<file path="config.mk">
export PLATFORM = sky130hd
export DESIGN_NAME = mmc3_outer_bank_mapper
export DESIGN_NICKNAME = d
export VERILOG_FILES = /design/src/design/mmc3m_pkg.sv /design/src/design/mmc3m_ctrl.sv /design/src/design/mmc3m_dp.sv /design/src/design/mmc3_outer_bank_mapper.sv
export SDC_FILE = /design/constraint.sdc
export NUM_CORES = 1
export LEC_CHECK = 0
export BUFFER_PORTS_ARGS = -buffer_cell sky130_fd_sc_hd__buf_4
export CAP_MARGIN = 5
export CORE_UTILIZATION = 55
export DETAILED_ROUTE_END_ITERATION = 10
export HOLD_SLACK_MARGIN = 0.02
export PLACE_DENSITY = 0.83
export SLEW_MARGIN = 20
export SYNTH_ARGS = -nofsm -noshare
export SYNTH_HDL_FRONTEND = slang
export SYNTH_SLANG_ARGS = --single-unit
</file>
<file path="constraint.sdc">
create_clock -name clk -period 3.2 [get_ports clk]
set_input_delay 0.32 -clock clk [delete_from_list [all_inputs] [get_ports clk]]
set_output_delay 0.32 -clock clk [all_outputs]
set_load 0.005 [all_outputs]
</file>
<file path="src/design/mmc3m_pkg.sv">
// ----------------------------------------------------------------------------
// mmc3m_pkg
// Shared types and constants of the multicart bank mapper.
// ----------------------------------------------------------------------------
package mmc3m_pkg;

    typedef enum logic [1:0] {
        REQ_WRITE = 2'd0,
        REQ_PRG   = 2'd1,
        REQ_CHR   = 2'd2,
        REQ_NONE  = 2'd3
    } req_t;

    typedef enum logic {
        ST_IDLE = 1'b0,
        ST_EXEC = 1'b1
    } state_t;

    // configuration register index, taken from paddr[2]
    typedef enum logic {
        REG_PRG_MASK = 1'b0,
        REG_CHR_MASK = 1'b1
    } cfg_reg_t;

    typedef struct packed {
        logic load_in;
        logic exec;
    } dp_cmd_t;

    localparam logic [15:0] ADDR_DECODE_MASK = 16'hE001;
    localparam logic [15:0] ADDR_BANK_SELECT = 16'h8000;
    localparam logic [15:0] ADDR_BANK_DATA   = 16'h8001;

    localparam logic [4:0] PRG_MASK_RESET = 5'd31;
    localparam logic [7:0] CHR_MASK_RESET = 8'd255;

    localparam int NUM_INNER = 8;
    typedef logic [7:0] bank_t;
    typedef bank_t [NUM_INNER-1:0] inner_bank_arr_t;

    localparam inner_bank_arr_t INNER_RESET = '{
        8'd1, 8'd0, 8'd7, 8'd6, 8'd5, 8'd4, 8'd2, 8'd0
    };

endpackage

</file>
<file path="src/design/mmc3m_ctrl.sv">
// ----------------------------------------------------------------------------
// mmc3m_ctrl
// Request sequencer: takes a request, runs its execute step, owns out_valid.
// ----------------------------------------------------------------------------
module mmc3m_ctrl (
    input  logic                clk,
    input  logic                rst_n,
    input  logic                in_valid,
    output logic                in_ready,
    output logic                out_valid,
    input  logic                out_ready,
    output mmc3m_pkg::dp_cmd_t  cmd
);
    import mmc3m_pkg::*;

    state_t state_reg, state_next;
    logic   out_valid_reg, out_valid_next;
    logic   slot_free;

    assign slot_free = !out_valid_reg || out_ready;

    always_comb
    begin
        state_next = state_reg;
        unique case (state_reg)
            ST_IDLE:
            begin
                if (in_valid)
                    state_next = ST_EXEC;
            end
            ST_EXEC:
            begin
                if (slot_free)
                    state_next = ST_IDLE;
            end
            default:
                state_next = ST_IDLE;
        endcase
    end

    always_comb
    begin
        in_ready    = 1'b0;
        cmd.load_in = 1'b0;
        cmd.exec    = 1'b0;
        unique case (state_reg)
            ST_IDLE:
            begin
                in_ready    = 1'b1;
                cmd.load_in = in_valid;
            end
            ST_EXEC:
            begin
                cmd.exec = slot_free;
            end
            default:
            begin
                in_ready = 1'b0;
            end
        endcase
    end

    always_comb
    begin
        out_valid_next = out_valid_reg;
        if (cmd.exec)
            out_valid_next = 1'b1;
        else if (out_ready)
            out_valid_next = 1'b0;
    end

    always_ff @(posedge clk or negedge rst_n)
    begin
        if (!rst_n)
        begin
            state_reg     <= ST_IDLE;
            out_valid_reg <= 1'b0;
        end
        else
        begin
            state_reg     <= state_next;
            out_valid_reg <= out_valid_next;
        end
    end

    assign out_valid = out_valid_reg;

    // a result never overwrites one that is still waiting
    a_no_overwrite: assert property (@(posedge clk) disable iff (!rst_n)
        cmd.exec |-> (!out_valid_reg || out_ready))
        else $error("result overwritten while output stalled");

    // an accepted request always reaches the execute cycle
    a_accept_exec: assert property (@(posedge clk) disable iff (!rst_n)
        (in_valid && in_ready) |=> (state_reg == ST_EXEC))
        else $error("accepted request not executed");

    // a new result only appears right after an execute cycle
    a_result_source: assert property (@(posedge clk) disable iff (!rst_n)
        $rose(out_valid_reg) |-> $past(state_reg == ST_EXEC))
        else $error("result without execute cycle");

endmodule

</file>
<file path="src/design/mmc3m_dp.sv">
// ----------------------------------------------------------------------------
// mmc3m_dp
// Mapper datapath: bank registers, mask registers, bank lookup, result regs.
// ----------------------------------------------------------------------------
module mmc3m_dp (
    input  logic                clk,
    input  logic                rst_n,
    input  mmc3m_pkg::dp_cmd_t  cmd,
    input  logic [1:0]          req_type,
    input  logic [15:0]         bus_address,
    input  logic [7:0]          write_data,
    input  logic                cfg_write,
    input  logic                cfg_index,
    input  logic [31:0]         cfg_data,
    output logic [31:0]         cfg_rdata,
    output logic                lookup_valid,
    output logic [7:0]          mapped_bank,
    output logic [17:0]         rom_address
);
    import mmc3m_pkg::*;

    // captured request
    req_t        req_reg;
    logic [15:0] addr_reg;
    logic [7:0]  data_reg;

    // mapper state
    logic [4:0]      prg_mask_reg;
    logic [7:0]      chr_mask_reg;
    logic [2:0]      select_index_reg;
    logic            prg_mode_reg;
    logic            chr_mode_reg;
    inner_bank_arr_t inner_reg;
    logic [2:0]      outer_reg;

    // result registers
    logic        lookup_valid_reg, lookup_valid_next;
    logic [7:0]  mapped_bank_reg, mapped_bank_next;
    logic [17:0] rom_address_reg, rom_address_next;

    logic [15:0] addr_decoded;
    logic        wr_select, wr_data, wr_outer;
    logic [1:0]  prg_slot;
    logic [7:0]  prg_second_last;
    logic [7:0]  prg_inner;
    logic [3:0]  prg_keep;
    logic [7:0]  prg_bank;
    logic [2:0]  chr_slot;
    logic [2:0]  chr_idx;
    logic [7:0]  chr_raw;
    logic [7:0]  chr_inner;
    logic [7:0]  chr_bank;

    always_ff @(posedge clk)
    begin
        if (cmd.load_in)
        begin
            req_reg  <= req_t'(req_type);
            addr_reg <= bus_address;
            data_reg <= write_data;
        end
    end

    // cpu write decode
    assign addr_decoded = addr_reg & ADDR_DECODE_MASK;
    assign wr_select = (req_reg == REQ_WRITE) && (addr_decoded == ADDR_BANK_SELECT);
    assign wr_data   = (req_reg == REQ_WRITE) && (addr_decoded == ADDR_BANK_DATA);
    assign wr_outer  = (req_reg == REQ_WRITE) && (addr_reg[15:13] == 3'b011);

    // prg lookup
    assign prg_slot        = addr_reg[14:13];
    assign prg_second_last = {3'b000, prg_mask_reg} - 8'd1;

    always_comb
    begin
        case (prg_slot)
            2'd1:    prg_inner = inner_reg[7];
            2'd3:    prg_inner = {3'b000, prg_mask_reg};
            default:
            begin
                if ((prg_slot == 2'd0) == !prg_mode_reg)
                    prg_inner = inner_reg[6];
                else
                    prg_inner = prg_second_last;
            end
        endcase
    end

    // outer bit 2 sets bit 4 and opens the fourth inner bit, outer bits 1:0 both set force bit 3
    assign prg_keep = {outer_reg[2], 3'b111};
    assign prg_bank = {3'b000,
                       (outer_reg[2] | (prg_inner[4] & 1'b0)),
                       ((outer_reg[1:0] == 2'b11) | (prg_inner[3] & prg_keep[3])),
                       prg_inner[2:0] & prg_keep[2:0]}
                      & {3'b000, prg_mask_reg};

    // chr lookup; mode bit swaps the two halves of the pattern space
    assign chr_slot  = addr_reg[12:10] ^ {chr_mode_reg, 2'b00};
    assign chr_idx   = chr_slot[2] ? (chr_slot - 3'd2) : {2'b00, chr_slot[1]};
    assign chr_raw   = inner_reg[chr_idx];
    assign chr_inner = chr_slot[2] ? chr_raw : {chr_raw[7:1], chr_slot[0]};
    assign chr_bank  = {outer_reg[2], chr_inner[6:0]} & chr_mask_reg;

    always_comb
    begin
        lookup_valid_next = 1'b0;
        mapped_bank_next  = '0;
        rom_address_next  = '0;
        case (req_reg)
            REQ_PRG:
            begin
                if (addr_reg[15])
                begin
                    lookup_valid_next = 1'b1;
                    mapped_bank_next  = prg_bank;
                    rom_address_next  = {prg_bank[4:0], addr_reg[12:0]};
                end
            end
            REQ_CHR:
            begin
                if (addr_reg[15:13] == 3'b000)
                begin
                    lookup_valid_next = 1'b1;
                    mapped_bank_next  = chr_bank;
                    rom_address_next  = {chr_bank, addr_reg[9:0]};
                end
            end
            default:
            begin
                lookup_valid_next = 1'b0;
            end
        endcase
    end

    always_ff @(posedge clk)
    begin
        if (cmd.exec)
        begin
            lookup_valid_reg <= lookup_valid_next;
            mapped_bank_reg  <= mapped_bank_next;
            rom_address_reg  <= rom_address_next;
        end
    end

    always_ff @(posedge clk or negedge rst_n)
    begin
        if (!rst_n)
        begin
            prg_mask_reg     <= PRG_MASK_RESET;
            chr_mask_reg     <= CHR_MASK_RESET;
            select_index_reg <= '0;
            prg_mode_reg     <= 1'b0;
            chr_mode_reg     <= 1'b0;
            inner_reg        <= INNER_RESET;
            outer_reg        <= '0;
        end
        else
        begin
            if (cfg_write)
            begin
                unique case (cfg_reg_t'(cfg_index))
                    REG_PRG_MASK: prg_mask_reg <= cfg_data[4:0];
                    REG_CHR_MASK: chr_mask_reg <= cfg_data[7:0];
                    default:      prg_mask_reg <= prg_mask_reg;
                endcase
            end
            if (cmd.exec)
            begin
                if (wr_select)
                begin
                    select_index_reg <= data_reg[2:0];
                    prg_mode_reg     <= data_reg[6];
                    chr_mode_reg     <= data_reg[7];
                end
                if (wr_data)
                    inner_reg[select_index_reg] <= data_reg;
                if (wr_outer)
                    outer_reg <= data_reg[2:0];
            end
        end
    end

    always_comb
    begin
        unique case (cfg_reg_t'(cfg_index))
            REG_PRG_MASK: cfg_rdata = {27'd0, prg_mask_reg};
            REG_CHR_MASK: cfg_rdata = {24'd0, chr_mask_reg};
            default:      cfg_rdata = '0;
        endcase
    end

    assign lookup_valid = lookup_valid_reg;
    assign mapped_bank  = mapped_bank_reg;
    assign rom_address  = rom_address_reg;

    // prg banks never exceed the 5-bit prg mask
    a_prg_bank_range: assert property (@(posedge clk) disable iff (!rst_n)
        (cmd.exec && req_reg == REQ_PRG) |=> (mapped_bank_reg[7:5] == 3'b000))
        else $error("prg bank beyond mask width");

    // a write request never produces a mapping
    a_write_no_map: assert property (@(posedge clk) disable iff (!rst_n)
        (cmd.exec && req_reg == REQ_WRITE) |=> !lookup_valid_reg)
        else $error("write request produced a mapping");

    // lookups leave the mapper state alone
    a_lookup_keeps_state: assert property (@(posedge clk) disable iff (!rst_n)
        (cmd.exec && (req_reg == REQ_PRG || req_reg == REQ_CHR) && !cfg_write)
        |=> ($stable(inner_reg) && $stable(outer_reg) && $stable(select_index_reg)))
        else $error("lookup changed mapper state");

endmodule

</file>
<file path="src/design/mmc3_outer_bank_mapper.sv">
// ----------------------------------------------------------------------------
// mmc3_outer_bank_mapper
// MMC3-style multicart bank mapper with a 3-bit outer bank register.
// ----------------------------------------------------------------------------
// Input channel (in_valid/in_ready) carries one request: a cpu write
// (bank select, bank data, outer register), a prg lookup or a chr lookup.
// Output channel (out_valid/out_ready) returns exactly one result per
// request: lookup_valid, mapped_bank and rom_address, all zero for writes
// and for addresses outside the lookup window.
// The request is captured at the accepting edge; then the execute state
// updates the mapper state, loads the result register and sets out_valid.
// A new request is taken only after the previous one has left the execute
// state; the capture/execute sequence of the controller sets this.
// If the receiver stalls, the result stays in the output register and one
// more request is still accepted; its execute cycle waits until the slot
// frees, and input acceptance pauses behind it.
// The APB port holds prg_bank_mask (address 0) and chr_bank_mask
// (address 4). Reset restores all masks, modes and inner bank registers,
// and leaves no result pending.
// ----------------------------------------------------------------------------
module mmc3_outer_bank_mapper (
    input  logic        clk,
    input  logic        rst_n,
    input  logic        in_valid,
    output logic        in_ready,
    input  logic [1:0]  req_type,
    input  logic [15:0] bus_address,
    input  logic [7:0]  write_data,
    output logic        out_valid,
    input  logic        out_ready,
    output logic        lookup_valid,
    output logic [7:0]  mapped_bank,
    output logic [17:0] rom_address,
    input  logic        psel,
    input  logic        penable,
    input  logic        pwrite,
    input  logic [2:0]  paddr,
    input  logic [31:0] pwdata,
    output logic [31:0] prdata,
    output logic        pready
);
    import mmc3m_pkg::*;

    dp_cmd_t cmd;
    logic    cfg_write;

    assign pready    = 1'b1;
    assign cfg_write = psel && penable && pwrite && pready;

    mmc3m_ctrl u_ctrl (
        .clk       (clk),
        .rst_n     (rst_n),
        .in_valid  (in_valid),
        .in_ready  (in_ready),
        .out_valid (out_valid),
        .out_ready (out_ready),
        .cmd       (cmd)
    );

    mmc3m_dp u_dp (
        .clk          (clk),
        .rst_n        (rst_n),
        .cmd          (cmd),
        .req_type     (req_type),
        .bus_address  (bus_address),
        .write_data   (write_data),
        .cfg_write    (cfg_write),
        .cfg_index    (paddr[2]),
        .cfg_data     (pwdata),
        .cfg_rdata    (prdata),
        .lookup_valid (lookup_valid),
        .mapped_bank  (mapped_bank),
        .rom_address  (rom_address)
    );

    // a result without a mapping carries all-zero fields
    a_empty_result: assert property (@(posedge clk) disable iff (!rst_n)
        (out_valid && !lookup_valid) |-> (mapped_bank == 8'd0 && rom_address == 18'd0))
        else $error("non-mapping result has nonzero fields");

    // the rom address always starts with the mapped bank
    a_bank_in_address: assert property (@(posedge clk) disable iff (!rst_n)
        (out_valid && lookup_valid) |->
        (rom_address[17:10] == mapped_bank ||
         (rom_address[17:13] == mapped_bank[4:0] && mapped_bank[7:5] == 3'b000)))
        else $error("rom address does not match mapped bank");

endmodule
</file>
==> results of run 1 <==
## worst max-delay path: stages, from the launching register on
cell                        delay [ns]
sky130_fd_sc_hd__edfxtp_1         0.88
sky130_fd_sc_hd__nor2b_1          0.09
sky130_fd_sc_hd__a2111oi_0        0.75
sky130_fd_sc_hd__nor3_1           0.09
sky130_fd_sc_hd__a32o_1           0.29
## area by class of cell
cell class,count,area (µm²),share of cell area
sequential,124,3397,0.4848
multi-input combinational,242,1991,0.2841
timing repair buffer,111,908.4,0.1296
clock buffer,29,489.2,0.06982
tap,133,166.4,0.02375
inverter,11,41.29,0.005893
clock inverter,3,13.76,0.001964
## worst max-delay path by stage
stage                                 from                                 end  slack, ns  cells after the start
5_1_grt        u_dp.addr_reg[10]$_DFFE_PP_  u_dp.rom_address[11]$_SDFFCE_PN0P_       0.62                      4
3_3_place_gp   u_dp.addr_reg[10]$_DFFE_PP_  u_dp.rom_address[11]$_SDFFCE_PN0P_       0.95                      4
3_5_place_dp   u_dp.addr_reg[10]$_DFFE_PP_  u_dp.rom_address[11]$_SDFFCE_PN0P_       0.91                      4
6_report       u_dp.addr_reg[10]$_DFFE_PP_  u_dp.rom_address[11]$_SDFFCE_PN0P_       0.85                      4
2_1_floorplan   u_ctrl.state_reg$_DFF_PN0_          u_dp.addr_reg[0]$_DFFE_PP_       1.11                      1
4_1_cts        u_dp.addr_reg[10]$_DFFE_PP_  u_dp.rom_address[11]$_SDFFCE_PN0P_       0.88                      4
## kinds of logic after synthesis
kind of cell | after synthesis | synth area share
and+or+nand+nor | 94 | 0.1145
muxes | 83 | 0.1643
AOI/OAI and AO/OA | 33 | 0.04423
DFF | 124 | 0.6035
buffers and inverters | 51 | 0.05868
other | 2 | 0.001334
xor gates and xnor gates | 3 | 0.004669
adders and majority gates | 4 | 0.008891
## synth_stat cells (6+ instances only)
cell,count
sky130_fd_sc_hd__nand3_1,9
sky130_fd_sc_hd__edfxtp_1,53
sky130_fd_sc_hd__dfstp_2,23
sky130_fd_sc_hd__mux2_2,75
sky130_fd_sc_hd__buf_4,26
sky130_fd_sc_hd__inv_1,11
sky130_fd_sc_hd__o21ai_0,7
sky130_fd_sc_hd__clkbuf_1,6
sky130_fd_sc_hd__nor2b_1,20
sky130_fd_sc_hd__nand2_1,12
sky130_fd_sc_hd__dfrtp_1,48
sky130_fd_sc_hd__a2111oi_0,6
sky130_fd_sc_hd__mux2i_1,8
sky130_fd_sc_hd__nor3_1,7
sky130_fd_sc_hd__nor2_1,6
## metal layers
| layer | vias to the layer above | GRT usage | wire (µm) |
|---|---|---|---|
| li1 | 1622 | - | - |
| met1 | 1780 | 0.2946 | 4601 |
| met2 | 162 | 0.3923 | 6062 |
| met3 | 31 | 0.06780 | 784 |
| met4 | 0 | 0.1224 | 347 |
| met5 | - | 0 | 0 |
## where the power goes
part | leakage, nW | internal [mW] | total, mW | switching (mW)
Clock | 0.246 | 1.01 | 1.62 | 0.610
Sequential | 1.41 | 2.04 | 2.31 | 0.264
Combinational | 1.37 | 0.464 | 0.925 | 0.461
Total | 3.03 | 3.52 | 4.85 | 1.33
## repair_timing
item | in CTS | in global routing
endpoints found under the hold margin | 77 | 0
hold buffers | 30 | 0
setup buffers | 0 | 0
==> impl_metrics.sql, run 1 <==
INSERT INTO impl_metrics (metric_group, metric, value, unit) VALUES
('outcome', 'result_of_the_run', 'complete, no violations', ''),
('global_route', 'globalRouteTotalUtil', '0.2406', ''),
('place', 'post-place-cells', '591', ''),
('yosys', 'yosysWarningCount', '0', ''),
('layout', 'layout.cells.most_common', 'sky130_fd_sc_hd__buf_4', ''),
('global_route', 'overflow', '0', ''),
('worst_setup_path', 'critical_path_arrival', '2.63', 'ns'),
('sta', 'setup_viol_count_final', '0', ''),
('layout', 'largest_reg_flops', '48', ''),
('clocking', 'htreeDepth', '4', ''),
('place', 'dp_hpwl', '7709', 'µm'),
('worst_setup_path', 'required', '3.48', 'ns'),
('sta', 'fin_tns_setup', '0', 'ns'),
('floorplan', 'die_area', '10640', 'µm²'),
('min_path', 'min_delay_worst_endpoint', 'u_dp.chr_mask_reg[2]$_DFFE_PN1P_', ''),
('yosys', 'area_share_of_the_leading_cell_type_in_the_synthesized_netlist', '0.2827', ''),
('clocking', 'tritoncts.num_buffers', '17', ''),
('place', 'gpl.final_weighted_congestion', '0.7973', ''),
('floorplan', 'design.portCount', '130', ''),
('layout', 'nNetsFinal', '579', ''),
('sta', 'share_of_the_clock_period_used_by_the_worst_path', '0.7357', ''),
('layout', 'finish.instance_area', '7007', 'µm²'),
('floorplan', 'placementRows', '36', ''),
('min_path', 'worst_hold_path_type', 'input pin to flip-flop', ''),
('clocking', 'cts.reportedPaths.clkPinSlew', '0.05', 'ns'),
('layout', 'post_route_non_filler_standard_cell_count', '653', ''),
('floorplan', 'die_x_extent', '103.2', 'µm'),
('clocking', 'cts_tree', 'yes', ''),
('sta', 'hold-worst-slack', '0.04144', 'ns'),
('detailed_routing', 'drtIter0Drc', '293', ''),
('clocking', 'post_cts.resized_instances', '0', ''),
('power_and_ir_drop', 'p_per_area', '692.1', 'nW/µm²'),
('worst_setup_path', 'cp-end-kind', 'flip-flop', ''),
('sta', 'finalWorstPathRequiredPeriod', '2.354', 'ns'),
('job', 'drv.max_cap_violation_count', '0', ''),
('layout', 'antenna-diode-count', '0', ''),
('clocking', 'clkSinkCount', '124', ''),
('yosys', 'count_of_flip_flops_with_a_built_in_enable_after_synthesis', '53', ''),
('power_and_ir_drop', 'fin_total_pwr', '4.850', 'mW'),
('place', 'dp_slack', '0.9133', 'ns'),
('yosys', 'cell_area_synth', '5629', 'µm²'),
('sta', 'worst_slew_margin_rel', '0.3657', ''),
('worst_setup_path', 'ff_to_ff_path_depth', '4', ''),
('detailed_routing', 'detail-route-antenna-nets', '0', ''),
('sta', 'fmax', '424.7', 'MHz'),
('detailed_routing', 'routed_wirelength_normalized_by_instance_count', '18.07', 'µm'),
('yosys', 'synth_area_leaders', 'sky130_fd_sc_hd__edfxtp_1 (28%), sky130_fd_sc_hd__dfrtp_1 (21%), sky130_fd_sc_hd__mux2_2 (15%)', ''),
('sta', 'worst_pin_slew', '0.9480', 'ns'),
('worst_setup_path', 'worst-r2r-setup-slack', '0.85', 'ns'),
('floorplan', 'design.core.area', '9864', 'µm²'),
('layout', 'post-route-util', '0.7103', ''),
('detailed_routing', 'drt_first_pass_iters', '4', ''),
('worst_setup_path', 'reg2reg_to', 'u_dp.rom_address[11]$_SDFFCE_PN0P_', ''),
('place', 'number_of_buffers_added_on_ports', '78', ''),
('place', 'place_area', '6203', 'µm²'),
('layout', 'layout-drive-gt1-share', '0.4250', ''),
('yosys', 'postSynthCellCount', '394', ''),
('yosys', 'syn_avg_cell_area', '14.29', 'µm²'),
('floorplan', 'initial_utilization', '0.5706', ''),
('sta', 'post-route-worst-setup-slack', '0.8456', 'ns'),
('detailed_routing', 'postRouteWirelength', '11800', 'µm'),
('layout', 'syn2layout_area_growth', '24.47', '%'),
('worst_setup_path', 'worstSetupPathType', 'flip-flop to flip-flop', ''),
('yosys', 'synth_ff_type', 'sky130_fd_sc_hd__edfxtp_1', ''),
('yosys', 'synth_largest_area_cell', 'sky130_fd_sc_hd__edfxtp_1', ''),
('global_route', 'grt_pass1_vias', '3539', ''),
('detailed_routing', 'number_of_design_rule_violations_left_after_detail_routing', '0', ''),
('sta', 'timing.final.hold_violations', '0', ''),
('layout', 'n_fill_cell', '652', ''),
('clocking', 'ctsRootBufferMaster', 'sky130_fd_sc_hd__clkbuf_8', ''),
('worst_setup_path', 'kind_of_start_point_of_the_critical_path', 'flip-flop', '');
Power figures use the tool's default switching activity.
==> inputs of run 2 (changes only) <==
Settings changed: CORE_UTILIZATION 55 to 54, PLACE_DENSITY 0.83 to 0.82.
Clock period 3.2 ns to 2.38 ns, I/O delays scaled along.
==> run 2 against run 1 <==
Net effect:
- clock power is 60% higher
- non-clock buffer count increased by 16
- sequential power grew 33%
- largest cell class unchanged
- clock skew rose by 0.0049 ns
- count of clock-buffer cells in the layout fell by 8
- critical path type unchanged
- cell count up 2.5%
==> impl_metrics.sql, run 2 (synthesis results as in run 1) <==
INSERT INTO impl_metrics (metric_group, metric, value, unit) VALUES
('outcome', 'result_of_the_run', 'complete, no violations', ''),
('layout', 'post_route_non_filler_standard_cell_count', '669', ''),
('clocking', 'post_cts.resized_instances', '0', ''),
('worst_setup_path', 'critical_path.top_delay_family', 'simple AND/OR/NAND/NOR gates', ''),
('sta', 'share_of_the_clock_period_used_by_the_worst_path', '0.9438', ''),
('clocking', 'clockBufferDepth', '2', ''),
('detailed_routing', 'number_of_design_rule_violations_left_after_detail_routing', '0', ''),
('clocking', 'clock_insertion_delay_worst_skew', '0.52', 'ns'),
('place', 'dp_hpwl', '7911', 'µm'),
('floorplan', 'die_area', '10840', 'µm²'),
('global_route', 'wire_length_of_the_first_global_routing_pass', '19550', 'µm'),
('place', 'number_of_buffers_added_on_ports', '78', ''),
('sta', 'worst_slew_margin_rel', '0.3711', ''),
('place', 'place_area', '6279', 'µm²'),
('sta', 'grt_setup_unrepaired', 'false', ''),
('clocking', 'tritoncts.num_buffers', '17', ''),
('detailed_routing', 'routed_wirelength_normalized_by_instance_count', '18.22', 'µm'),
('floorplan', 'die_x_extent', '104.1', 'µm'),
('floorplan', 'design.portCount', '130', ''),
('min_path', 'worst_hold_path.num_cells', '3', ''),
('worst_setup_path', 'critical_path.max_fanout', '11', ''),
('layout', 'register_area', '3397', 'µm²'),
('sta', 'fin_tns_setup', '0', 'ns'),
('layout', 'layout-drive-gt1-share', '0.4478', ''),
('sta', 'hold-worst-slack', '0.09500', 'ns'),
('worst_setup_path', 'worst-r2r-setup-slack', '0.13', 'ns'),
('min_path', 'worst_hold_path_type', 'input pin to flip-flop', ''),
('sta', 'timing.final.hold_violations', '0', ''),
('power_and_ir_drop', 'fin_total_pwr', '6.997', 'mW'),
('power_and_ir_drop', 'max-vdd-ir-drop', '0.5487', 'mV'),
('worst_setup_path', 'worstSetupPathType', 'flip-flop to flip-flop', ''),
('worst_setup_path', 'critical_path_arrival', '2.47', 'ns'),
('job', 'drv.max_cap_violation_count', '0', ''),
('detailed_routing', 'via_per_inst', '5.475', ''),
('clocking', 'postCtsSetupBuffers', '0', ''),
('sta', 'final_max_slew_viol_count', '0', ''),
('worst_setup_path', 'ff_to_ff_path_depth', '6', ''),
('worst_setup_path', 'crit_path_max_incr_delay', '0.77', 'ns'),
('sta', 'fmax', '445.2', 'MHz'),
('layout', 'syn2layout_area_growth', '28.74', '%'),
('layout', 'n_fill_cell', '618', ''),
('clocking', 'cts_tree', 'yes', ''),
('layout', 'largest_reg_flops', '48', ''),
('detailed_routing', 'drtIter0Drc', '202', ''),
('worst_setup_path', 'critical_path_depth', '6', ''),
('floorplan', 'die_height', '104.1', 'µm'),
('detailed_routing', 'drt_first_pass_iters', '5', ''),
('sta', 'setup_viol_count_final', '0', ''),
('sta', 'worst_pin_slew', '0.9398', 'ns'),
('worst_setup_path', 'required', '2.61', 'ns'),
('clocking', 'ctsRootBufferMaster', 'sky130_fd_sc_hd__clkbuf_8', ''),
('global_route', 'globalRouteTotalUtil', '0.2387', ''),
('global_route', 'antenna_found_initial', '0', ''),
('sta', 'final_clock_skew', '0.009885', 'ns'),
('layout', 'nNetsFinal', '595', ''),
('place', 'post-place-cells', '601', ''),
('clocking', 'htreeDepth', '4', ''),
('power_and_ir_drop', 'leakage_power_total', '3.159', 'nW'),
('clocking', 'cts.reportedPaths.clkPinSlew', '0.06', 'ns'),
('floorplan', 'design.core.area', '9955', 'µm²'),
('layout', 'layout.cells.most_common_list', 'sky130_fd_sc_hd__buf_4 (91), sky130_fd_sc_hd__mux2_2 (75), sky130_fd_sc_hd__edfxtp_1 (53)', ''),
('layout', 'antenna-diode-count', '0', ''),
('layout', 'finish.instance_area', '7247', 'µm²'),
('detailed_routing', 'postRouteWirelength', '12190', 'µm'),
('layout', 'layout.cells.most_common', 'sky130_fd_sc_hd__buf_4', ''),
('detailed_routing', 'detail-route-antenna-nets', '0', ''),
('place', 'gpl.final_weighted_congestion', '0.7819', ''),
('sta', 'finalWorstPathRequiredPeriod', '2.246', 'ns'),
('global_route', 'grt_max_degree', '72', ''),
('worst_setup_path', 'crit_path_top_delay_cell', 'sky130_fd_sc_hd__nor2_1', ''),
('global_route', 'overflow', '0', ''),
('power_and_ir_drop', 'p_per_area', '965.5', 'nW/µm²'),
('floorplan', 'initial_utilization', '0.5655', ''),
('detailed_routing', 'detailroute.via_count', '3663', ''),
('worst_setup_path', 'crit_path_cell_trace', 'inv_1, ha_1, nor4b_1, and2_1, nor2_1, nor2b_1', ''),
('layout', 'multiInputGateArea', '1991', 'µm²'),
('worst_setup_path', 'cp-end-kind', 'flip-flop', ''),
('clocking', 'clkSinkCount', '124', ''),
('floorplan', 'placementRows', '36', ''),
('worst_setup_path', 'kind_of_start_point_of_the_critical_path', 'flip-flop', ''),
('global_route', 'grt_pass1_vias', '3757', ''),
('worst_setup_path', 'critical_path_buf_inv_count', '1', '');
## run 2: cell count changes in the layout (fill, tap and decap cells not counted), sizes merged
| cell | delta |
|---|---|
| buf | +10 |
| clkbuf | -8 |
| dlygate4sd3 | +6 |
| bufinv | +3 |
| clkinv | +3 |
| clkinvlp | +1 |
| inv | +1 |
## run 2: per-stage QoR
| stage | setup slack [ns] | utilization |
|---|---|---|
| global placement | 0.3277 | 0.6307 |
| finish | 0.1338 | 0.7280 |
| detailed placement | 0.2461 | 0.6307 |
| CTS | 0.1856 | 0.7280 |
| global route | 0.05536 | 0.7280 |
| floorplan | 0.2931 | - |
## run 2: where the power goes
part	leakage, nW	switching [mW]	internal [mW]	total, mW
clock	0.303	0.898	1.70	2.60
sequential	1.41	0.336	2.75	3.08
combinational	1.45	0.647	0.666	1.31
## run 2: worst paths after layout
path / startpoint / end
hold reg to reg: u_dp.data_reg[7]$_DFFE_PP_ / u_dp.chr_mode_reg$_DFFE_PN0P_
min in group asynchronous: rst_n / u_dp.chr_mode_reg$_DFFE_PN0P_
setup reg to reg: u_dp.req_reg[0]$_DFFE_PP_ / u_dp.rom_address[4]$_SDFFCE_PN0P_
max in group asynchronous: rst_n / u_dp.outer_reg[1]$_DFFE_PN0P_
hold / removal: out_ready / u_ctrl.out_valid$_DFFE_PN0P_
setup / recovery: u_dp.req_reg[0]$_DFFE_PP_ / u_dp.rom_address[4]$_SDFFCE_PN0P_
## run 2: tightest hold or removal path, stage by stage
cell                      delay (ns)
sky130_fd_sc_hd__buf_4          0.08
sky130_fd_sc_hd__or2b_2         0.18
sky130_fd_sc_hd__nand2_1        0.07
## run 2: layout make-up
cell class | instances | area share
clock inverter | 11 | 0.01899
clock buffer | 21 | 0.06492
timing repair buffer | 127 | 0.1440
sequential | 124 | 0.4688
tap | 133 | 0.02296
inverter | 11 | 0.005698
multi-input combinational | 242 | 0.2747
## run 2: what timing repair did
item | 4_1_cts | 5_1_grt
endpoints found under the hold margin | 88 | 0
hold buffers | 36 | 0
endpoints found under the setup margin | 0 | 0
## run 2: routing by layer
metal  vias up  global-route usage  part of all wire
met5         -                   0                 0
met4         0             0.09898             0.027
met3        24             0.05764             0.053
met2       153              0.4081              0.51
met1      1832              0.2898              0.41
li1       1654                   -                 -
